==> config.mk <==
export PLATFORM = sky130hd
export DESIGN_NAME = touch_swipe_key_classifier
export DESIGN_NICKNAME = d
export VERILOG_FILES = /design/src/tskc_pkg.sv /design/src/tskc_div.sv /design/src/tskc_dp.sv /design/src/tskc_ctrl.sv /design/src/touch_swipe_key_classifier.sv
export SDC_FILE = /design/constraint.sdc
export NUM_CORES = 1
export LEC_CHECK = 0
export BUFFER_PORTS_ARGS = -buffer_cell sky130_fd_sc_hd__clkbuf_2
export CAP_MARGIN = 20
export CELL_PAD_IN_SITES_DETAIL_PLACEMENT = 1
export CELL_PAD_IN_SITES_GLOBAL_PLACEMENT = 1
export CORE_MARGIN = 1.5
export CORE_UTILIZATION = 50
export CTS_BUF_LIST = sky130_fd_sc_hd__clkbuf_2 sky130_fd_sc_hd__clkbuf_4 sky130_fd_sc_hd__clkbuf_8
export DETAILED_ROUTE_END_ITERATION = 10
export PLACE_DENSITY_LB_ADDON = 0.1
export SYNTH_ARGS = -nofsm -noshare
export SYNTH_HDL_FRONTEND = slang
export SYNTH_SLANG_ARGS = --single-unit
==> constraint.sdc <==
create_clock -name aclk -period 9.1 [get_ports aclk]
set_input_delay 2.275 -clock aclk [delete_from_list [all_inputs] [get_ports aclk]]
set_output_delay 2.275 -clock aclk [all_outputs]
set_load 0.02 [all_outputs]
==> src/tskc_pkg.sv <==
// Types and constants of the touch swipe key classifier.
// No dependencies; the design, checker and bench files refer to it by scoped names.
package tskc_pkg;

    localparam int unsigned COORD_W    = 12;
    localparam int unsigned KSIZE_W    = 10;
    localparam int unsigned COLS_W     = 4;
    localparam int unsigned KEY_W      = 8;
    localparam int unsigned DIR_W      = 3;
    localparam int unsigned FK_W       = 3;
    localparam int unsigned KANA_W     = 6;
    localparam int unsigned CFG_ADDR_W = 3;
    localparam int unsigned CFG_DATA_W = 12;
    localparam int unsigned S_TDATA_W  = 24;
    localparam int unsigned M_TDATA_W  = 24;
    localparam int unsigned M_TUSER_W  = 2;
    localparam int unsigned DIV_CNT_W  = 4;

    // Register indexes
    localparam logic [CFG_ADDR_W-1:0] CFG_ORIGIN_X    = 3'd0;
    localparam logic [CFG_ADDR_W-1:0] CFG_ORIGIN_Y    = 3'd1;
    localparam logic [CFG_ADDR_W-1:0] CFG_AREA_WIDTH  = 3'd2;
    localparam logic [CFG_ADDR_W-1:0] CFG_AREA_HEIGHT = 3'd3;
    localparam logic [CFG_ADDR_W-1:0] CFG_KEY_WIDTH   = 3'd4;
    localparam logic [CFG_ADDR_W-1:0] CFG_KEY_HEIGHT  = 3'd5;
    localparam logic [CFG_ADDR_W-1:0] CFG_COLUMNS     = 3'd6;

    localparam logic [COLS_W-1:0] COLUMNS_RESET = 4'd4;

    // Divider operand select
    localparam logic [1:0] DIV_SEL_X   = 2'd0;
    localparam logic [1:0] DIV_SEL_Y   = 2'd1;
    localparam logic [1:0] DIV_SEL_KEY = 2'd2;

    localparam logic [DIR_W-1:0] DIR_CENTER = 3'd0;
    localparam logic [DIR_W-1:0] DIR_LEFT   = 3'd1;
    localparam logic [DIR_W-1:0] DIR_UP     = 3'd2;
    localparam logic [DIR_W-1:0] DIR_RIGHT  = 3'd3;
    localparam logic [DIR_W-1:0] DIR_DOWN   = 3'd4;

    localparam logic [FK_W-1:0] FK_NONE      = 3'd0;
    localparam logic [FK_W-1:0] FK_BACKSPACE = 3'd1;
    localparam logic [FK_W-1:0] FK_CONVERT   = 3'd2;
    localparam logic [FK_W-1:0] FK_COMMIT    = 3'd3;
    localparam logic [FK_W-1:0] FK_MODE      = 3'd4;

    localparam int unsigned THRESH_MIN      = 12;
    localparam int unsigned THRESH_DIV      = 3;
    localparam int unsigned KANA_ROW_STRIDE = 15;
    localparam int unsigned KANA_COL_STRIDE = 5;
    localparam int unsigned FK_COLUMN       = 3;
    localparam int unsigned KANA_ROWS       = 4;
    localparam int unsigned KANA_COLS       = 3;
    localparam int unsigned EMPTY_ROW       = 3;

    // Result payload, key_number in the lowest bits
    typedef struct packed {
        logic              kana_present;
        logic [KANA_W-1:0] kana_code;
        logic [FK_W-1:0]   function_key;
        logic [DIR_W-1:0]  direction;
        logic [KEY_W-1:0]  key_number;
    } tskc_result_t;

    typedef struct packed {
        logic       load_in;
        logic       div_start;
        logic [1:0] div_sel;
        logic       store_col;
        logic       res_zero;
        logic       res_press;
        logic       res_release;
        logic       out_load;
    } tskc_cmd_t;

    typedef struct packed {
        logic is_release;
        logic pending;
        logic hit_ok;
        logic div_done;
        logic out_free;
    } tskc_status_t;

endpackage

==> src/tskc_div.sv <==
// Restoring serial divider, one quotient bit per cycle.
// Depends on tskc_pkg.
module tskc_div (
    input  logic                           aclk,
    input  logic                           aresetn,
    input  logic                           start,
    input  logic [tskc_pkg::COORD_W-1:0]   dividend,
    input  logic [tskc_pkg::KSIZE_W-1:0]   divisor,
    output logic [tskc_pkg::COORD_W-1:0]   quotient,
    output logic [tskc_pkg::KSIZE_W-1:0]   remainder,
    output logic                           done
);

    logic                              busy_reg, busy_next;
    logic                              done_reg, done_next;
    logic [tskc_pkg::DIV_CNT_W-1:0]    cnt_reg, cnt_next;
    logic [tskc_pkg::COORD_W-1:0]      quo_reg, quo_next;
    logic [tskc_pkg::KSIZE_W-1:0]      rem_reg, rem_next;
    logic [tskc_pkg::KSIZE_W-1:0]      dsr_reg, dsr_next;
    logic [tskc_pkg::KSIZE_W:0]        trial;
    logic                              ge;

    assign trial = {rem_reg, quo_reg[tskc_pkg::COORD_W-1]};
    assign ge    = trial >= {1'b0, dsr_reg};

    always_comb begin
        busy_next = busy_reg;
        done_next = 1'b0;
        cnt_next  = cnt_reg;
        quo_next  = quo_reg;
        rem_next  = rem_reg;
        dsr_next  = dsr_reg;
        if (start) begin
            busy_next = 1'b1;
            cnt_next  = '0;
            quo_next  = dividend;
            rem_next  = '0;
            dsr_next  = divisor;
        end else if (busy_reg) begin
            rem_next = ge ? tskc_pkg::KSIZE_W'(trial - {1'b0, dsr_reg})
                          : trial[tskc_pkg::KSIZE_W-1:0];
            quo_next = {quo_reg[tskc_pkg::COORD_W-2:0], ge};
            cnt_next = cnt_reg + 1'b1;
            if (cnt_reg == tskc_pkg::DIV_CNT_W'(tskc_pkg::COORD_W - 1)) begin
                busy_next = 1'b0;
                done_next = 1'b1;
            end
        end
    end

    always_ff @(posedge aclk) begin
        if (!aresetn) begin
            busy_reg <= 1'b0;
            done_reg <= 1'b0;
        end else begin
            busy_reg <= busy_next;
            done_reg <= done_next;
        end
        cnt_reg <= cnt_next;
        quo_reg <= quo_next;
        rem_reg <= rem_next;
        dsr_reg <= dsr_next;
    end

    assign quotient  = quo_reg;
    assign remainder = rem_reg;
    assign done      = done_reg;

endmodule

==> src/tskc_dp.sv <==
// Datapath: configuration registers, input capture, hit test, press state,
// swipe classification and output register. Depends on tskc_pkg, tskc_div.
module tskc_dp (
    input  logic                              aclk,
    input  logic                              aresetn,
    input  logic                              cfg_wr_en,
    input  logic [tskc_pkg::CFG_ADDR_W-1:0]   cfg_addr,
    input  logic [tskc_pkg::CFG_DATA_W-1:0]   cfg_wdata,
    input  logic [tskc_pkg::S_TDATA_W-1:0]    s_tdata,
    input  logic                              s_tuser,
    output logic                              m_tvalid,
    input  logic                              m_tready,
    output logic [tskc_pkg::M_TDATA_W-1:0]    m_tdata,
    output logic [tskc_pkg::M_TUSER_W-1:0]    m_tuser,
    input  tskc_pkg::tskc_cmd_t               cmd,
    output tskc_pkg::tskc_status_t            status
);

    localparam int unsigned CW = tskc_pkg::COORD_W;
    localparam int unsigned KW = tskc_pkg::KSIZE_W;
    localparam int unsigned TW = CW + 2;

    // Configuration
    logic [CW-1:0]                 origin_x_reg, origin_y_reg;
    logic [CW-1:0]                 area_width_reg, area_height_reg;
    logic [KW-1:0]                 key_width_reg, key_height_reg;
    logic [tskc_pkg::COLS_W-1:0]   columns_reg;
    logic [tskc_pkg::COLS_W-1:0]   cols_eff;

    // Captured item and press state
    logic                          func_reg;
    logic [CW-1:0]                 tx_reg, ty_reg;
    logic                          pending_reg, pending_next;
    logic [tskc_pkg::KEY_W-1:0]    pkey_reg;
    logic [CW-1:0]                 ppx_reg, ppy_reg;
    logic [tskc_pkg::KEY_W-1:0]    col_reg;

    // Result staging and output register
    tskc_pkg::tskc_result_t        res_reg, res_next;
    logic                          res_press_reg, res_rel_reg;
    tskc_pkg::tskc_result_t        out_reg;
    logic [tskc_pkg::M_TUSER_W-1:0] out_user_reg;
    logic                          out_valid_reg, out_valid_next;

    // Divider
    logic [CW-1:0]                 div_dividend;
    logic [KW-1:0]                 div_divisor;
    logic [CW-1:0]                 div_quo;
    logic [KW-1:0]                 div_rem;
    logic                          div_done;

    logic                          hit;
    logic [tskc_pkg::KEY_W-1:0]    new_key;
    logic [CW-1:0]                 adx, ady;
    logic                          x_small, y_small;
    logic [tskc_pkg::DIR_W-1:0]    dir;
    logic [tskc_pkg::KEY_W-1:0]    rel_row;
    logic [tskc_pkg::COLS_W-1:0]   rel_col;
    logic [tskc_pkg::FK_W-1:0]     fk;
    logic [tskc_pkg::KANA_W-1:0]   kana;
    logic                          kana_ok;

    // Offset below max(12, key_width/3): v < floor(kw/3) iff 3*(v+1) <= kw.
    function automatic logic below_thr(input logic [CW-1:0] v, input logic [KW-1:0] kw);
        logic [TW-1:0] v3;
        v3 = TW'(v) * TW'(tskc_pkg::THRESH_DIV) + TW'(tskc_pkg::THRESH_DIV);
        return (v < CW'(tskc_pkg::THRESH_MIN)) || (v3 <= TW'(kw));
    endfunction

    assign cols_eff = (columns_reg == '0) ? tskc_pkg::COLS_W'(1) : columns_reg;

    always_ff @(posedge aclk) begin
        if (!aresetn) begin
            origin_x_reg    <= '0;
            origin_y_reg    <= '0;
            area_width_reg  <= '0;
            area_height_reg <= '0;
            key_width_reg   <= '0;
            key_height_reg  <= '0;
            columns_reg     <= tskc_pkg::COLUMNS_RESET;
        end else if (cfg_wr_en) begin
            case (cfg_addr)
                tskc_pkg::CFG_ORIGIN_X:    origin_x_reg    <= cfg_wdata;
                tskc_pkg::CFG_ORIGIN_Y:    origin_y_reg    <= cfg_wdata;
                tskc_pkg::CFG_AREA_WIDTH:  area_width_reg  <= cfg_wdata;
                tskc_pkg::CFG_AREA_HEIGHT: area_height_reg <= cfg_wdata;
                tskc_pkg::CFG_KEY_WIDTH:   key_width_reg   <= cfg_wdata[KW-1:0];
                tskc_pkg::CFG_KEY_HEIGHT:  key_height_reg  <= cfg_wdata[KW-1:0];
                tskc_pkg::CFG_COLUMNS:     columns_reg     <= cfg_wdata[tskc_pkg::COLS_W-1:0];
                default: ;
            endcase
        end
    end

    // Half-open hit test on both axes, plus nonzero key size
    assign hit = (tx_reg >= origin_x_reg)
              && ({1'b0, tx_reg} < ({1'b0, origin_x_reg} + {1'b0, area_width_reg}))
              && (ty_reg >= origin_y_reg)
              && ({1'b0, ty_reg} < ({1'b0, origin_y_reg} + {1'b0, area_height_reg}))
              && (key_width_reg != '0) && (key_height_reg != '0);

    always_comb begin
        case (cmd.div_sel)
            tskc_pkg::DIV_SEL_X: begin
                div_dividend = tx_reg - origin_x_reg;
                div_divisor  = key_width_reg;
            end
            tskc_pkg::DIV_SEL_Y: begin
                div_dividend = ty_reg - origin_y_reg;
                div_divisor  = key_height_reg;
            end
            default: begin
                div_dividend = CW'(pkey_reg);
                div_divisor  = KW'(cols_eff);
            end
        endcase
    end

    tskc_div u_div (
        .aclk      (aclk),
        .aresetn   (aresetn),
        .start     (cmd.div_start),
        .dividend  (div_dividend),
        .divisor   (div_divisor),
        .quotient  (div_quo),
        .remainder (div_rem),
        .done      (div_done)
    );

    // Key number wraps to 8 bits, so only the low bits of row and column count
    assign new_key = tskc_pkg::KEY_W'(div_quo[tskc_pkg::KEY_W-1:0] * cols_eff) + col_reg;

    // Swipe direction
    assign adx     = (tx_reg >= ppx_reg) ? tx_reg - ppx_reg : ppx_reg - tx_reg;
    assign ady     = (ty_reg >= ppy_reg) ? ty_reg - ppy_reg : ppy_reg - ty_reg;
    assign x_small = below_thr(adx, key_width_reg);
    assign y_small = below_thr(ady, key_width_reg);

    always_comb begin
        if (x_small && y_small) begin
            dir = tskc_pkg::DIR_CENTER;
        end else if (adx > ady) begin
            dir = (tx_reg < ppx_reg) ? tskc_pkg::DIR_LEFT : tskc_pkg::DIR_RIGHT;
        end else begin
            dir = (ty_reg < ppy_reg) ? tskc_pkg::DIR_UP : tskc_pkg::DIR_DOWN;
        end
    end

    assign rel_row = div_quo[tskc_pkg::KEY_W-1:0];
    assign rel_col = div_rem[tskc_pkg::COLS_W-1:0];

    always_comb begin
        fk      = tskc_pkg::FK_NONE;
        kana    = '0;
        kana_ok = 1'b0;
        if (rel_col == tskc_pkg::COLS_W'(tskc_pkg::FK_COLUMN)) begin
            fk = (rel_row < tskc_pkg::KEY_W'(tskc_pkg::FK_COLUMN))
               ? tskc_pkg::FK_W'(rel_row[1:0]) + tskc_pkg::FK_BACKSPACE
               : tskc_pkg::FK_MODE;
        end else if ((rel_row < tskc_pkg::KEY_W'(tskc_pkg::KANA_ROWS))
                  && (rel_col < tskc_pkg::COLS_W'(tskc_pkg::KANA_COLS))) begin
            kana = tskc_pkg::KANA_W'(rel_row[1:0]) * tskc_pkg::KANA_W'(tskc_pkg::KANA_ROW_STRIDE)
                 + tskc_pkg::KANA_W'(rel_col[1:0]) * tskc_pkg::KANA_W'(tskc_pkg::KANA_COL_STRIDE)
                 + tskc_pkg::KANA_W'(dir);
            // Row 3, column 0 has no entries for right and down
            kana_ok = !((rel_row == tskc_pkg::KEY_W'(tskc_pkg::EMPTY_ROW)) && (rel_col == '0)
                        && (dir >= tskc_pkg::DIR_RIGHT));
        end
    end

    always_comb begin
        pending_next = pending_reg;
        res_next     = res_reg;
        if (cmd.res_zero) begin
            pending_next = 1'b0;
            res_next     = '0;
        end else if (cmd.res_press) begin
            pending_next          = 1'b1;
            res_next              = '0;
            res_next.key_number   = new_key;
        end else if (cmd.res_release) begin
            pending_next          = 1'b0;
            res_next.key_number   = pkey_reg;
            res_next.direction    = dir;
            res_next.function_key = fk;
            res_next.kana_code    = kana;
            res_next.kana_present = kana_ok;
        end
    end

    always_comb begin
        out_valid_next = out_valid_reg;
        if (cmd.out_load) begin
            out_valid_next = 1'b1;
        end else if (m_tready) begin
            out_valid_next = 1'b0;
        end
    end

    always_ff @(posedge aclk) begin
        if (!aresetn) begin
            pending_reg   <= 1'b0;
            out_valid_reg <= 1'b0;
        end else begin
            pending_reg   <= pending_next;
            out_valid_reg <= out_valid_next;
        end
        if (cmd.load_in) begin
            func_reg <= s_tuser;
            tx_reg   <= s_tdata[CW-1:0];
            ty_reg   <= s_tdata[2*CW-1:CW];
        end
        if (cmd.store_col) begin
            col_reg <= div_quo[tskc_pkg::KEY_W-1:0];
        end
        if (cmd.res_press) begin
            pkey_reg <= new_key;
            ppx_reg  <= tx_reg;
            ppy_reg  <= ty_reg;
        end
        if (cmd.res_zero || cmd.res_press || cmd.res_release) begin
            res_press_reg <= cmd.res_press;
            res_rel_reg   <= cmd.res_release;
        end
        res_reg <= res_next;
        if (cmd.out_load) begin
            out_reg      <= res_reg;
            out_user_reg <= {res_rel_reg, res_press_reg};
        end
    end

    assign status.is_release = func_reg;
    assign status.pending    = pending_reg;
    assign status.hit_ok     = hit;
    assign status.div_done   = div_done;
    assign status.out_free   = !out_valid_reg || m_tready;

    assign m_tvalid = out_valid_reg;
    assign m_tdata  = tskc_pkg::M_TDATA_W'(out_reg);
    assign m_tuser  = out_user_reg;

endmodule

==> src/tskc_ctrl.sv <==
// Controller state machine: sequences capture, divisions and result hand-off.
// Depends on tskc_pkg.
module tskc_ctrl (
    input  logic                    aclk,
    input  logic                    aresetn,
    input  logic                    s_tvalid,
    output logic                    s_tready,
    input  tskc_pkg::tskc_status_t  status,
    output tskc_pkg::tskc_cmd_t     cmd
);

    localparam logic [2:0] ST_IDLE  = 3'd0;
    localparam logic [2:0] ST_CHECK = 3'd1;
    localparam logic [2:0] ST_DIV_X = 3'd2;
    localparam logic [2:0] ST_DIV_Y = 3'd3;
    localparam logic [2:0] ST_DIV_K = 3'd4;
    localparam logic [2:0] ST_OUT   = 3'd5;

    logic [2:0] state_reg, state_next;

    assign s_tready = (state_reg == ST_IDLE);

    always_comb begin
        state_next  = state_reg;
        cmd         = '0;
        cmd.div_sel = tskc_pkg::DIV_SEL_KEY;
        case (state_reg)
            ST_IDLE: begin
                if (s_tvalid) begin
                    cmd.load_in = 1'b1;
                    state_next  = ST_CHECK;
                end
            end
            ST_CHECK: begin
                if (status.is_release) begin
                    if (status.pending) begin
                        cmd.div_start = 1'b1;
                        cmd.div_sel   = tskc_pkg::DIV_SEL_KEY;
                        state_next    = ST_DIV_K;
                    end else begin
                        cmd.res_zero = 1'b1;
                        state_next   = ST_OUT;
                    end
                end else if (status.hit_ok) begin
                    cmd.div_start = 1'b1;
                    cmd.div_sel   = tskc_pkg::DIV_SEL_X;
                    state_next    = ST_DIV_X;
                end else begin
                    // Miss: drop any pending press
                    cmd.res_zero = 1'b1;
                    state_next   = ST_OUT;
                end
            end
            ST_DIV_X: begin
                if (status.div_done) begin
                    cmd.store_col = 1'b1;
                    cmd.div_start = 1'b1;
                    cmd.div_sel   = tskc_pkg::DIV_SEL_Y;
                    state_next    = ST_DIV_Y;
                end
            end
            ST_DIV_Y: begin
                cmd.div_sel = tskc_pkg::DIV_SEL_Y;
                if (status.div_done) begin
                    cmd.res_press = 1'b1;
                    state_next    = ST_OUT;
                end
            end
            ST_DIV_K: begin
                if (status.div_done) begin
                    cmd.res_release = 1'b1;
                    state_next      = ST_OUT;
                end
            end
            ST_OUT: begin
                // Hold until the output register can take the result
                if (status.out_free) begin
                    cmd.out_load = 1'b1;
                    state_next   = ST_IDLE;
                end
            end
            default: begin
                state_next = ST_IDLE;
            end
        endcase
    end

    always_ff @(posedge aclk) begin
        if (!aresetn) begin
            state_reg <= ST_IDLE;
        end else begin
            state_reg <= state_next;
        end
    end

endmodule

==> src/touch_swipe_key_classifier.sv <==
// Channel   Dir  Handshake          Payload
// s_        in   s_tvalid/s_tready  s_tdata: touch_x, touch_y; s_tuser: func
// m_        out  m_tvalid/m_tready  m_tdata: key, dir, fkey, kana; m_tuser: flags
// cfg_      in   cfg_wr_en          cfg_addr selects register, cfg_wdata value
//
// Items are taken one at a time: a press on the grid runs two 12-step passes
// of the serial divider (column, then row), a release with a press pending
// one divider pass for the row/column split, and any other event no divider
// pass. The next item is taken while a result waits in the output register.
// Reset is synchronous, active low; no clearing pass.
module touch_swipe_key_classifier (
    input  logic                              aclk,
    input  logic                              aresetn,
    input  logic                              cfg_wr_en,
    input  logic [tskc_pkg::CFG_ADDR_W-1:0]   cfg_addr,
    input  logic [tskc_pkg::CFG_DATA_W-1:0]   cfg_wdata,
    input  logic                              s_tvalid,
    output logic                              s_tready,
    input  logic [tskc_pkg::S_TDATA_W-1:0]    s_tdata,  // touch_x[11:0], touch_y[23:12]
    input  logic                              s_tuser,  // func
    output logic                              m_tvalid,
    input  logic                              m_tready,
    // key_number[7:0], direction[10:8], function_key[13:11], kana_code[19:14],
    // kana_present[20], zero[23:21]
    output logic [tskc_pkg::M_TDATA_W-1:0]    m_tdata,
    output logic [tskc_pkg::M_TUSER_W-1:0]    m_tuser   // press_accepted[0], release_valid[1]
);

    tskc_pkg::tskc_cmd_t    cmd;
    tskc_pkg::tskc_status_t status;

    tskc_ctrl u_ctrl (
        .aclk     (aclk),
        .aresetn  (aresetn),
        .s_tvalid (s_tvalid),
        .s_tready (s_tready),
        .status   (status),
        .cmd      (cmd)
    );

    tskc_dp u_dp (
        .aclk      (aclk),
        .aresetn   (aresetn),
        .cfg_wr_en (cfg_wr_en),
        .cfg_addr  (cfg_addr),
        .cfg_wdata (cfg_wdata),
        .s_tdata   (s_tdata),
        .s_tuser   (s_tuser),
        .m_tvalid  (m_tvalid),
        .m_tready  (m_tready),
        .m_tdata   (m_tdata),
        .m_tuser   (m_tuser),
        .cmd       (cmd),
        .status    (status)
    );

endmodule

### Word-level counts from Yosys, hierarchy flattened

Cells that the tools add are included.

| cells by class | value |
|---|---|
| reductions and logical operators | 38 |
| bitwise gates (word level) | 2 |
| equality and inequality tests | 19 |
| $mul | 5 |
| multiplexer cells | 54 |
| order comparisons | 18 |
| add/subtract/negate cells | 16 |

Operators with widths:

| kind | count |
|---|---|
| 12-bit subtractor | 6 |
| 12-bit greater-or-equal comparator | 4 |
| 12-bit 2-to-1 mux | 4 |
| 3-bit 2-to-1 mux | 14 |
| 14-bit by 2-bit adder with 14-bit output (second input constant) | 2 |
| 14-bit by 10-bit <= comparator with 1-bit output | 2 |
| 12-bit by 2-bit multiplier with 14-bit output (second input constant) | 2 |
| 12-bit by 12-bit adder with 13-bit output | 2 |
| 12-bit by 13-bit < comparator with 1-bit output | 2 |
| 12-bit < comparator | 2 |
| 12-bit by 4-bit < comparator with 1-bit output (second input constant) | 2 |
| 12-bit case mux with 2 select lines | 1 |
| 1-bit 2-to-1 mux | 23 |
| 10-bit case mux with 2 select lines | 1 |
| 10-bit nonzero test | 2 |
| 8-bit 2-to-1 mux | 2 |
| 3-bit == test (second input constant) | 5 |
| 3-bit case mux with 5 select lines | 1 |
| 2-bit AND reduction | 7 |
| 3-bit by 2-bit == test with 1-bit output (second input constant) | 4 |
| 12-bit greater-than comparator | 1 |
| 6-bit 2-to-1 mux | 2 |
| 11-bit by 10-bit greater-or-equal comparator with 1-bit output | 1 |
| 10-bit 2-to-1 mux | 1 |
| other kinds (35) | 59 |

| word-level totals | value |
|---|---|
| bits of input ports | 45 |
| logic and storage cells | 188 |
| bits in registers | 226 |
| output and inout port bits | 28 |

### Logic depth before layout (Yosys ltp)

Gate-level depths: netlist of the first run.

| logic depth | value |
|---|---|
| depth in word-level cells | 13 |
| gate-level depth with buffers | 40 |
| mapped depth without buffers | 39 |

### Modules after synthesis

Synthesis of the first run repeated with hierarchy kept, for this count alone.

| second synthesis, totals | value |
|---|---|
| cells, all modules | 1926 |
| area total of the unflattened synthesis | 17500.5 um2 |

By module, submodules not included:

| module | instances | seq. area each (um2) | area each (um2) | cells each |
|---|---|---|---|---|
| tskc_dp | 1 | 4604.4 | 15125.8 | 1703 |
| tskc_div | 1 | 980.9 | 2008.2 | 176 |
| tskc_ctrl | 1 | 60.1 | 366.6 | 47 |

### Worst setup path after synthesis of the first run

OpenSTA, ideal clock, no wires.

| timing | value |
|---|---|
| path kind | register -> register |
| from | register u_dp.ty_reg[0] |
| to | register u_dp.res_reg[19] (netlist name) |
| period minus slack after synthesis | 7.476 ns |
| arrival | 7.355 ns |
| library setup time | 0.121 ns |
| buffers on the path | 1 |
| stages on the path, launching flop included | 37 |
| required time | 8.979 ns |
| path slack | 1.624 ns |
| cells stage by stage | edfxtp_1 -> inv_1 -> ha_1 -> inv_1 -> fa_1 -> nand3_1 -> a2111oi_2 -> a2111o_1 -> nor2_4 -> buf_2 -> mux2_2 -> xnor2_1 -> inv_1 -> ha_1 -> ha_1 -> o21a_1 -> o31a_1 -> nor2_1 -> o21ai_0 -> a21o_1 -> xor2_1 -> ha_1 -> nand3_1 -> or3_1 -> a2111oi_0 -> o221ai_1 -> a211oi_1 -> o22ai_2 -> and2_1 -> fa_1 -> inv_1 -> fa_1 -> inv_1 -> a21o_1 -> a21oi_1 -> xnor2_1 -> o21ai_0 |

| on the way | value |
|---|---|
| longest elaborated chain between the ends | 11 |
| elaborated cells on any way between the ends | 28 |
| classes of those cells | 4 x add/sub; 1 x mul; 7 x order compare; 9 x mux; 7 x reduce/logical |

Ends and longest elaborated chain:

| what | RTL line | RTL |
|---|---|---|
| from (decl) | tskc_dp.sv:32 | `logic [CW-1:0] tx_reg, ty_reg;` |
| from (signal assigned) | tskc_dp.sv:211 | `ty_reg <= s_tdata[2*CW-1:CW];` |
| 12-bit subtractor / 12-bit greater-or-equal comparator (equally long branches) | tskc_dp.sv:135 | `assign ady = (ty_reg >= ppy_reg) ? ty_reg - ppy_reg : ppy_reg - ty_reg;` |
| 12-bit 2-to-1 mux | tskc_dp.sv:135 |  |
| 12-bit by 2-bit multiplier with 14-bit output | tskc_dp.sv:66 | `v3 = TW'(v) * TW'(tskc_pkg::THRESH_DIV) + TW'(tskc_pkg::THRESH_DIV);` |
| 14-bit by 2-bit adder with 14-bit output | tskc_dp.sv:66 |  |
| 14-bit by 10-bit <= comparator with 1-bit output | tskc_dp.sv:67 | `return (v < CW'(tskc_pkg::THRESH_MIN)) \|\| (v3 <= TW'(kw));` |
| 1-bit logical OR | tskc_dp.sv:67 |  |
| 1-bit logical AND | tskc_dp.sv:140 | `if (x_small && y_small) begin` |
| 3-bit 2-to-1 mux (*) | tskc_dp.sv:140 |  |
| via u_dp.dir, one bit | tskc_dp.sv:56 | `logic [tskc_pkg::DIR_W-1:0] dir;` |
| 6-bit by 3-bit adder with 6-bit output (*) | tskc_dp.sv:164 | `+ tskc_pkg::KANA_W'(dir);` |
| 6-bit 2-to-1 mux (*) | tskc_dp.sv:160 | `end else if ((rel_row < tskc_pkg::KEY_W'(tskc_pkg::KANA_ROWS))` |
| 6-bit 2-to-1 mux (*) | tskc_dp.sv:156 | `if (rel_col == tskc_pkg::COLS_W'(tskc_pkg::FK_COLUMN)) begin` |
| to (signal assigned) | tskc_dp.sv:225 | `res_reg <= res_next;` |
| to (decl) | tskc_dp.sv:39 | `tskc_pkg::tskc_result_t res_reg, res_next;` |

The timed path passes the listed nets; every way through them passes the cells marked *.
A chain may end at the register's enable or synchronous reset.

### Worst setup path in the final report of the first run

Same ends and word-level chain as after synthesis.

==> flow_summary.yaml, run 1 <==
run_status:
  status: "completed"
routing:
  wl_per_cell_um: 20.51
  drtPass1Iterations: 6
  drtIter0Drc: 780
  routed_wl_um: 49210
  vias: 13750
  drc_errors: 0
  vias_per_cell: 5.732
  ant_nets: 0
setup_path:
  slowest_stage: "fa_1"
  start_kind: "flop"
  reg2reg_to: "u_dp.res_reg[19]$_SDFFE_PP0P_"
  crit_type: "reg2reg"
  crit_arrival_ns: 8.94
  cp.required_ns: 9.58
  r2r_start: "u_dp.ty_reg[0]$_DFFE_PP_"
  cp-end-kind: "flop"
  cpPeakStageDelay_ns: 0.56
  path_max_fanout: 10
  reg2reg_setup_slack_ns: 0.64
  critical_path.most_common_cell: "inv_1"
  cp-startpoint: "u_dp.ty_reg[0]$_DFFE_PP_"
  reg2regPathDepth: 36
final_layout:
  diodes: 0
  final_common_cell: "ha_1"
  fillers: 3943
  register_area_um2: 5645
  layout_common_cells: "ha_1 (233), nand2_1 (232), inv_1 (190)"
  multiInputGateArea_um2: 10350
  stdcell_area_um2: 18770
  synthToLayoutAreaGrowth_pct: 10.93
  final_nets: 2228
  drive_gt1_share_pct: 10.66
synth:
  synth_cells: 1842
  synth_area_per_cell_um2: 9.185
  synth_cell_types: 75
  synth_edf_count: 112
  synth_ff_type: "dfxtp_1"
  async_flop_share_pct: 0
  ys_ff_latch: 226
  synth-warning-count: 0
  seq_area_frac_synth_pct: 33.37
  syn_area_um2: 16920
job:
  drv_cap: 0
sta:
  fmax_ghz: 0.1182
  relSlewSlack_pct: 26.70
  setup_tns_ns: 0
  final_hold_viol_count: 0
  worstMarginPinSlew_ns: 1.098
  finalCritPeriodShare_pct: 92.94
  skew_ns: 0.04573
  fin_crit_ns: 8.457
  setup_viol: 0
  finalMaxSlewViolations: 0
  rsz0062_at_grt: "no"
placement:
  gp_congestion: 0.9207
  hpwl_um: 38440
  portBuffers: 69
  dpl_cell_area_um2: 17760
floorplan:
  die_y_um: 187.0
  die-area_um2: 34950
  io-pin-count: 73
  rows: 67
  start_util_pct: 50.58
  core_region_area_um2: 33450
  fp.dieW_um: 187.0
power_and_ir_drop:
  p_comb_share_pct: 34.5
  switchingPower_uw: 1198
  swShare_pct: 34.50
  power.internal_uw: 2275
  p_per_area_nw_per_um2: 185.1
  p_leak_uw: 0.008007
  clkPwrFrac_pct: 32.8
  pwr-share-seq_pct: 32.7
  vdd_drop_max_v: 0.0001480
clocking:
  postCtsHoldBufs: 0
  cts_buffers: 41
  clk_pin_slew_ns: 0.08
  clockBufferDepth: 3
  cts.sinks: 226
  cts-root-buf: "clkbuf_8"
  cts_htree_levels: 2
  insertion_delay_ns: 0.61
  cts_tree: "yes"
grt:
  busiest_layer: "met2"
  grt_pass1_wl_um: 78450
  gr-usage-met1_pct: 38.10
  grt_pass1_vias: 14440
  grt.met3_usage_pct: 3.358
  antenna_found_initial: 0
  grtUsageMet2_pct: 47.37
  grt_max_degree: 80
  grt_usage_pct: 28.50
  gr-total-overflow: 0
min_path:
  min_path_cells: 0
  worstHoldPathType: "reg2reg"
  min_from: "u_dp.res_reg[10]$_SDFFE_PP0P_"
  hold_path_end: "u_dp.m_tdata[10]$_DFFE_PP_"
## area by class of cell
type	count	share of cell area (%)
multi-input combinational	1371	55.17
sequential	226	30.08
clock buffer	62	4.047
inverter	193	3.860
tap	448	2.987
timing repair buffer	87	2.793
clock inverter	12	1.067
## through the flow
step / hold WS [ns] / total power [uW] / utilization (%) / setup WS [ns] / std cells
3_5_place_dp: 0.4143 / 2331 / 53.09 / 0.5267 / 2322
5_1_grt: 0.4381 / 3690 / 56.11 / 0.1184 / 2399
6_report: 0.4139 / 3473 / 56.11 / 0.6427 / 2399
2_1_floorplan: 0.4003 / 2008 / - / 1.624 / 1844
3_3_place_gp: 0.4052 / 2279 / 52.96 / 1.034 / 2320
4_1_cts: 0.4224 / 3483 / 55.96 / 0.3594 / 2396
## critical path, delay by kind of cell (launching register included)
| kind | cells | cell delay (ns) |
|---|---|---|
| simple gates | 6 | 1.15 |
| flops | 1 | 0.44 |
| compound gates | 13 | 2.68 |
| fa+ha+maj | 7 | 2.54 |
| xor+xnor | 3 | 0.56 |
| mux | 1 | 0.34 |
| buf+inv | 6 | 0.62 |
## cell usage after synthesis, types with 18 or more instances
cell,n,share of area (%)
nor3_1,22,0.65
dfxtp_1,114,13
nand3_1,34,1.0
nor2_1,99,2.2
a211oi_1,20,0.89
o21ai_0,68,2.0
edfxtp_1,112,20
ha_1,233,17
nor2b_1,35,1.3
mux2i_1,23,1.4
fa_1,30,3.5
clkbuf_1,44,0.98
a21o_1,39,1.7
nand4_1,22,0.81
xor2_1,37,1.9
o21a_1,18,0.80
a21boi_0,81,3.6
nand2_1,232,5.1
mux2_2,26,1.7
xnor2_1,59,3.1
a21oi_1,102,3.0
inv_1,191,4.2
## routing by layer
layer / part of all wire [%] / up-vias
met5: 0 / -
met4: 3.2 / 0
met3: 3.5 / 77
met2: 47 / 263
met1: 47 / 6780
li1: - / 6632
## power by group through the flow
| stage | registers (uW) | clock network (uW) | logic (uW) |
|---|---|---|---|
| 5_1_grt | 1140 | 1200 | 1350 |
| 3_5_place_dp | 1160 | 0 | 1170 |
| 6_report | 1140 | 1140 | 1200 |
| 3_3_place_gp | 1160 | 0 | 1120 |
| 2_1_floorplan | 1140 | 0 | 864 |
| 4_1_cts | 1140 | 1160 | 1190 |
## how the worst max path moves through the flow
| stage | cells after the start | to | slack, ns |
|---|---|---|---|
| 4_1_cts | 37 | u_dp.res_reg[19]$_SDFFE_PP0P_ | 0.36 |
| 6_report | 36 | u_dp.res_reg[19]$_SDFFE_PP0P_ | 0.64 |
| 3_3_place_gp | 37 | u_dp.res_reg[19]$_SDFFE_PP0P_ | 1.03 |
| 2_1_floorplan | 36 | u_dp.res_reg[19]$_SDFFE_PP0P_ | 1.62 |
| 3_5_place_dp | 37 | u_dp.res_reg[19]$_SDFFE_PP0P_ | 0.53 |
| 5_1_grt | 37 | u_dp.res_reg[19]$_SDFFE_PP0P_ | 0.12 |
## timing repair
| action | 4_1_cts | 5_1_grt |
|---|---|---|
| setup endpoints to repair | 0 | 4 |
| buffers inserted | 0 | 1 |
| resized for setup | 0 | 3 |
## kinds of logic after synthesis
group	after synthesis	share of synthesized area [%]
AND/OR/NAND/NOR	508	13.61
multiplexers	51	3.269
adder cells (fa/ha/maj)	263	20.78
XOR/XNOR	97	5.132
AO/OA/AOI/OAI	449	18.21
other	1	0.02216
flip-flops	226	33.37
buffers and inverters	247	5.598
No activity file was read; power rests on OpenSTA's default activity.
==> inputs of run 2 (changes only) <==
- CTS_BUF_LIST: sky130_fd_sc_hd__clkbuf_2 sky130_fd_sc_hd__clkbuf_4 sky130_fd_sc_hd__clkbuf_8 -> sky130_fd_sc_hd__clkbuf_4
==> run 2 against run 1 <==
Against the previous run: worst setup slack lost 0.0026 ns; non-clock buffer count shrank 1; worst hold slack gained 0.018 ns; die area is the same; global-route usage shrank 0.13 points; cell area shrank 0.55%; fmax is essentially flat; routed wire length shrank 0.87%; first-iteration DRC count shrank 6.8%; sequential share of layout area grew 0.17 points; via count grew 1.0%.
==> flow_summary.yaml, run 2 (same netlist as run 1, synthesis figures left out) <==
placement:
  hpwl_um: 38440
  portBuffers: 69
  placedCellCount: 2322
  gp_congestion: 0.9207
sta:
  finalMaxSlewViolations: 0
  fin_crit_ns: 8.460
  skew_ns: 0.1009
  rsz0062_at_grt: "no"
  setup_tns_ns: 0
  relSlewSlack_pct: 30.17
  worstMarginPinSlew_ns: 1.046
  setup_viol: 0
  finalCritPeriodShare_pct: 92.97
  final_hold_viol_count: 0
  fmax_ghz: 0.1182
grt:
  grt_pass1_wl_um: 78400
  antenna_found_initial: 1
  grt_pass1_vias: 14610
  grt_usage_pct: 28.37
  gr-total-overflow: 0
  grt_max_degree: 80
power_and_ir_drop:
  p_comb_share_pct: 35.6
  pwr-share-seq_pct: 33.9
  switchingPower_uw: 1187
  p_leak_uw: 0.008010
  power.internal_uw: 2156
  swShare_pct: 35.50
  vdd_drop_max_v: 0.0001270
  clkPwrFrac_pct: 30.4
  p_per_area_nw_per_um2: 179.1
clocking:
  cts_buffers: 61
  cts_htree_levels: 2
  clockBufferDepth: 3
  cts.sinks: 226
  postCtsHoldBufs: 0
  insertion_delay_ns: 0.81
  cts_tree: "yes"
  cts-root-buf: "clkbuf_4"
  clk_pin_slew_ns: 0.08
final_layout:
  final_nets: 2247
  final_common_cell: "ha_1"
  layout_common_cells: "ha_1 (233), nand2_1 (232), inv_1 (190)"
  synthToLayoutAreaGrowth_pct: 10.32
  fillers: 3985
  stdcell_count: 2438
  drive_gt1_share_pct: 11.97
routing:
  drc_errors: 0
  vias_per_cell: 5.697
  vias: 13890
  drtPass1Iterations: 5
  drtIter0Drc: 727
  routed_wl_um: 48780
  wl_per_cell_um: 20.01
  ant_nets: 0
floorplan:
  fp.dieW_um: 187.0
  rows: 67
  io-pin-count: 73
  core_region_area_um2: 33450
  die-area_um2: 34950
  start_util_pct: 50.58
  die_y_um: 187.0
setup_path:
  reg2regPathDepth: 35
  slowest_stage: "fa_1"
  cp-endpoint: "u_dp.res_reg[19]$_SDFFE_PP0P_"
  critical_path.most_common_cell: "inv_1"
  cp.required_ns: 9.77
  r2r_start: "u_dp.ty_reg[0]$_DFFE_PP_"
  cp-end-kind: "flop"
  crit_arrival_ns: 9.13
  path_max_fanout: 13
  start_kind: "flop"
  cp-startpoint: "u_dp.ty_reg[0]$_DFFE_PP_"
  cpPeakStageDelay_ns: 0.57
  reg2reg_to: "u_dp.res_reg[19]$_SDFFE_PP0P_"
  crit_type: "reg2reg"
  reg2reg_setup_slack_ns: 0.64
run_status:
  status: "completed"
min_path:
  worstHoldPathType: "reg2reg"
job:
  drv_cap: 0
==> run 2: cell count changes in the layout (fill, tap and decap cells not counted) <==
cell       delta
inv_8         -1
inv_2         +1
inv_6         -1
clkinv_1      +8
diode_2       +1
clkbuf_8     -47
bufinv_16     -2
buf_12        -1
clkbuf_4     +81
==> run 2: final cells by class <==
type | count | area [um^2] | area share [%]
clock inverters | 17 | 153.9 | 0.8245
repair buffers | 86 | 504.2 | 2.701
flip-flops and latches | 226 | 5645 | 30.25
inverters | 193 | 724.4 | 3.881
diodes | 1 | 2.502 | 0.01341
well taps | 448 | 560.5 | 3.003
clock buffers | 96 | 720.7 | 3.861
multi-input cells | 1371 | 10350 | 55.47
==> run 2: per-stage QoR <==
stage	setup slack, ns	util (%)	instance area (um^2)	hold slack (ns)	power [uW]
2_1_floorplan	1.624	-	16930	0.4003	2008
3_3_place_gp	1.034	52.96	17720	0.4052	2279
3_5_place_dp	0.5267	53.09	17760	0.4143	2331
4_1_cts	0.5063	55.71	18630	0.4337	3369
5_1_grt	0.03043	55.80	18670	0.4439	3583
6_report	0.6400	55.80	18670	0.4317	3343
==> run 2: power groups by stage <==
stage	Sequential (uW)	Clock [uW]	Combinational (uW)
after floorplan	1140	0	864
after global placement	1160	0	1120
after detailed placement	1160	0	1170
after CTS	1130	1050	1180
after global routing	1140	1100	1350
final	1140	1020	1190
==> run 2: layer usage <==
metal  up-vias  global-route usage, %  wire [um]
li1       6714                      -          -
met1      6776                  37.66      22720
met2       310                  46.79      22360
met3        90                  3.977       2028
met4         0                  11.20       1665
met5         -                      0          0
==> run 2: worst min path at each step <==
stage | cells after the start | endpoint | from
2_1_floorplan | 0 | u_dp.m_tuser[0]$_DFFE_PP_ | u_dp.res_press_reg$_DFFE_PP_
3_3_place_gp | 0 | u_dp.m_tuser[0]$_DFFE_PP_ | u_dp.res_press_reg$_DFFE_PP_
3_5_place_dp | 0 | u_dp.m_tuser[1]$_DFFE_PP_ | u_dp.res_rel_reg$_DFFE_PP_
4_1_cts | 0 | u_dp.m_tdata[19]$_DFFE_PP_ | u_dp.res_reg[19]$_SDFFE_PP0P_
5_1_grt | 0 | u_dp.m_tdata[17]$_DFFE_PP_ | u_dp.res_reg[17]$_SDFFE_PP0P_
6_report | 0 | u_dp.m_tdata[17]$_DFFE_PP_ | u_dp.res_reg[17]$_SDFFE_PP0P_
==> run 2: critical path: cells and delay by family, from the launching register on <==
kind / cells / cell delay (ns)
adders and majority gates: 7 / 2.55
buffers and inverters: 5 / 0.45
DFF: 1 / 0.43
xor gates and xnor gates: 3 / 0.55
muxes: 1 / 0.40
and+or+nand+nor: 6 / 1.32
AOI/OAI and AO/OA: 13 / 2.68
==> run 2: repair_timing <==
action,in CTS,in global routing
setup endpoints to repair,0,3
resized for setup,0,3
setup buffers,0,0
==> inputs of run 3 (changes only) <==
- CORE_MARGIN: 1.5 -> not set
- CORE_UTILIZATION: 50 -> 49
- CTS_BUF_LIST: sky130_fd_sc_hd__clkbuf_4 -> not set
==> run 3 against run 2 <==
Against the previous run: worst setup slack better by 0.068 ns; global-route usage shrank 0.27 points; combinational power hardly changed; die area grew 0.93%; via count fell by 0.94%; clock skew down 0.062 ns; count of clock-buffer cells in the layout is 56 lower; sequential power barely moved; flip-flop and latch count unchanged; clock power increased by 9%; fmax increased by 0.81%; highest routed layer unchanged.
==> flow_summary.yaml, run 3 (same netlist as run 1, synthesis figures left out) <==
run_status:
  status: "completed"
floorplan:
  core_region_area_um2: 33780
  rows: 67
  die_y_um: 187.8
  start_util_pct: 50.08
  fp.dieW_um: 187.8
  io-pin-count: 73
  die-area_um2: 35270
routing:
  drtIter0Drc: 588
  vias_per_cell: 5.793
  ant_nets: 0
  drc_errors: 0
  wl_per_cell_um: 20.74
  vias: 13760
  routed_wl_um: 49260
  drtPass1Iterations: 5
clocking:
  clockBufferDepth: 3
  cts_buffers: 27
  clk_pin_slew_ns: 0.06
  cts-root-buf: "clkbuf_16"
  cts.sinks: 226
  cts_tree: "yes"
  insertion_delay_ns: 0.57
  postCtsHoldBufs: 0
  cts_htree_levels: 1
sta:
  setup_viol: 0
  skew_ns: 0.03894
  setup_ws_ns: 0.7077
  relSlewSlack_pct: 21.75
  fin_hold_ws_ns: 0.4319
  fmax_ghz: 0.1192
  worstMarginPinSlew_ns: 1.169
  fin_crit_ns: 8.392
  final_hold_viol_count: 0
  finalCritPeriodShare_pct: 92.22
  rsz0062_at_grt: "no"
  finalMaxSlewViolations: 0
  setup_tns_ns: 0
setup_path:
  reg2reg_to: "u_dp.res_reg[19]$_SDFFE_PP0P_"
  path_max_fanout: 7
  cp.required_ns: 9.55
  r2r_start: "u_dp.ty_reg[0]$_DFFE_PP_"
  slowest_stage: "fa_1"
  reg2regPathDepth: 34
  cp-end-kind: "flop"
  crit_arrival_ns: 8.84
  start_kind: "flop"
  reg2reg_setup_slack_ns: 0.71
  crit_type: "reg2reg"
  cpPeakStageDelay_ns: 0.57
final_layout:
  drive_gt1_share_pct: 9.133
  layout_common_cells: "ha_1 (233), nand2_1 (232), inv_1 (190)"
  final_core_util_pct: 55.35
  final_nets: 2214
  diodes: 0
  fillers: 3925
  synthToLayoutAreaGrowth_pct: 10.52
  final_common_cell: "ha_1"
min_path:
  worstHoldPathType: "reg2reg"
  min_from: "u_dp.res_reg[5]$_SDFFE_PP0P_"
  hold_path_end: "u_dp.m_tdata[5]$_DFFE_PP_"
  min_path_cells: 0
grt:
  grt_pass1_wl_um: 78450
  grt_usage_pct: 28.10
  grt_max_degree: 80
  grt_pass1_vias: 14430
  antenna_found_initial: 1
  gr-total-overflow: 0
power_and_ir_drop:
  vdd_drop_max_v: 0.0001383
  p_leak_uw: 0.007939
  p_per_area_nw_per_um2: 183.8
placement:
  hpwl_um: 39060
  gp_congestion: 0.9259
  portBuffers: 69
  dpl_worst_slack_ns: 0.7298
job:
  drv_cap: 0
-- run 3: cell types whose count changed in the layout (fill, tap and decap cells not counted), moves of 2 or more --
cell / previous run / this run
clkbuf_16: 0 / 28
clkbuf_1: 0 / 6
clkinv_1: 12 / 5
clkbuf_4: 96 / 2
buf_4: 14 / 16
clkbuf_8: 0 / 4
-- run 3: power by group --
part	internal (uW)	switching (uW)	total (uW)	leakage, uW
logic	493	697	1190	0.00553
clock network	663	447	1110	0.000443
registers	1100	37.9	1140	0.00197
-- run 3: cell type report --
cell class	instances	area [um^2]	share of cell area [%]
multi-input cells	1371	10350	55.33
well taps	448	560.5	2.998
flip-flops and latches	226	5645	30.19
clock inverters	10	120.1	0.6424
clock buffers	40	793.3	4.243
inverters	193	724.4	3.874
repair buffers	87	508.0	2.717
-- run 3: worst max path at each step --
stage / depth (start not counted) / from / to
2_1_floorplan: 36 / u_dp.ty_reg[0]$_DFFE_PP_ / u_dp.res_reg[19]$_SDFFE_PP0P_
3_3_place_gp: 37 / u_dp.ty_reg[0]$_DFFE_PP_ / u_dp.res_reg[19]$_SDFFE_PP0P_
3_5_place_dp: 37 / u_dp.ty_reg[0]$_DFFE_PP_ / u_dp.res_reg[19]$_SDFFE_PP0P_
4_1_cts: 37 / u_dp.ty_reg[0]$_DFFE_PP_ / u_dp.res_reg[19]$_SDFFE_PP0P_
5_1_grt: 34 / u_dp.ty_reg[0]$_DFFE_PP_ / u_dp.res_reg[19]$_SDFFE_PP0P_
6_report: 34 / u_dp.ty_reg[0]$_DFFE_PP_ / u_dp.res_reg[19]$_SDFFE_PP0P_
-- run 3: worst max-delay path, delay by kind of cell (launching register included) --
kind	cells	cell delay, ns
buf+inv	5	0.56
fa+ha+maj	7	2.60
simple gates	5	1.05
flops	1	0.42
xor+xnor	3	0.65
compound gates	14	2.99
-- run 3: per-layer routing --
layer	wire, um	global-route usage [%]	share of wire, %
met1	22530	36.93	46
met5	0	0	0
met3	1808	2.882	3.7
met4	1338	7.974	2.7
met2	23590	48.79	48
-- run 3: stage by stage --
stage / cells / cell area (um^2) / power, uW
after floorplan: 1844 / 16930 / 2008
after global placement: 2320 / 17720 / 2275
after CTS: 2370 / 18630 / 3446
after global routing: 2375 / 18700 / 3639
final: 2375 / 18700 / 3436
after detailed placement: 2320 / 17720 / 2326
-- run 3: what timing repair did --
item                                    4_1_cts  5_1_grt
hold endpoints to repair                      0        0
resized for setup                             0        1
setup buffers                                 0        3
endpoints found under the setup margin        0        1
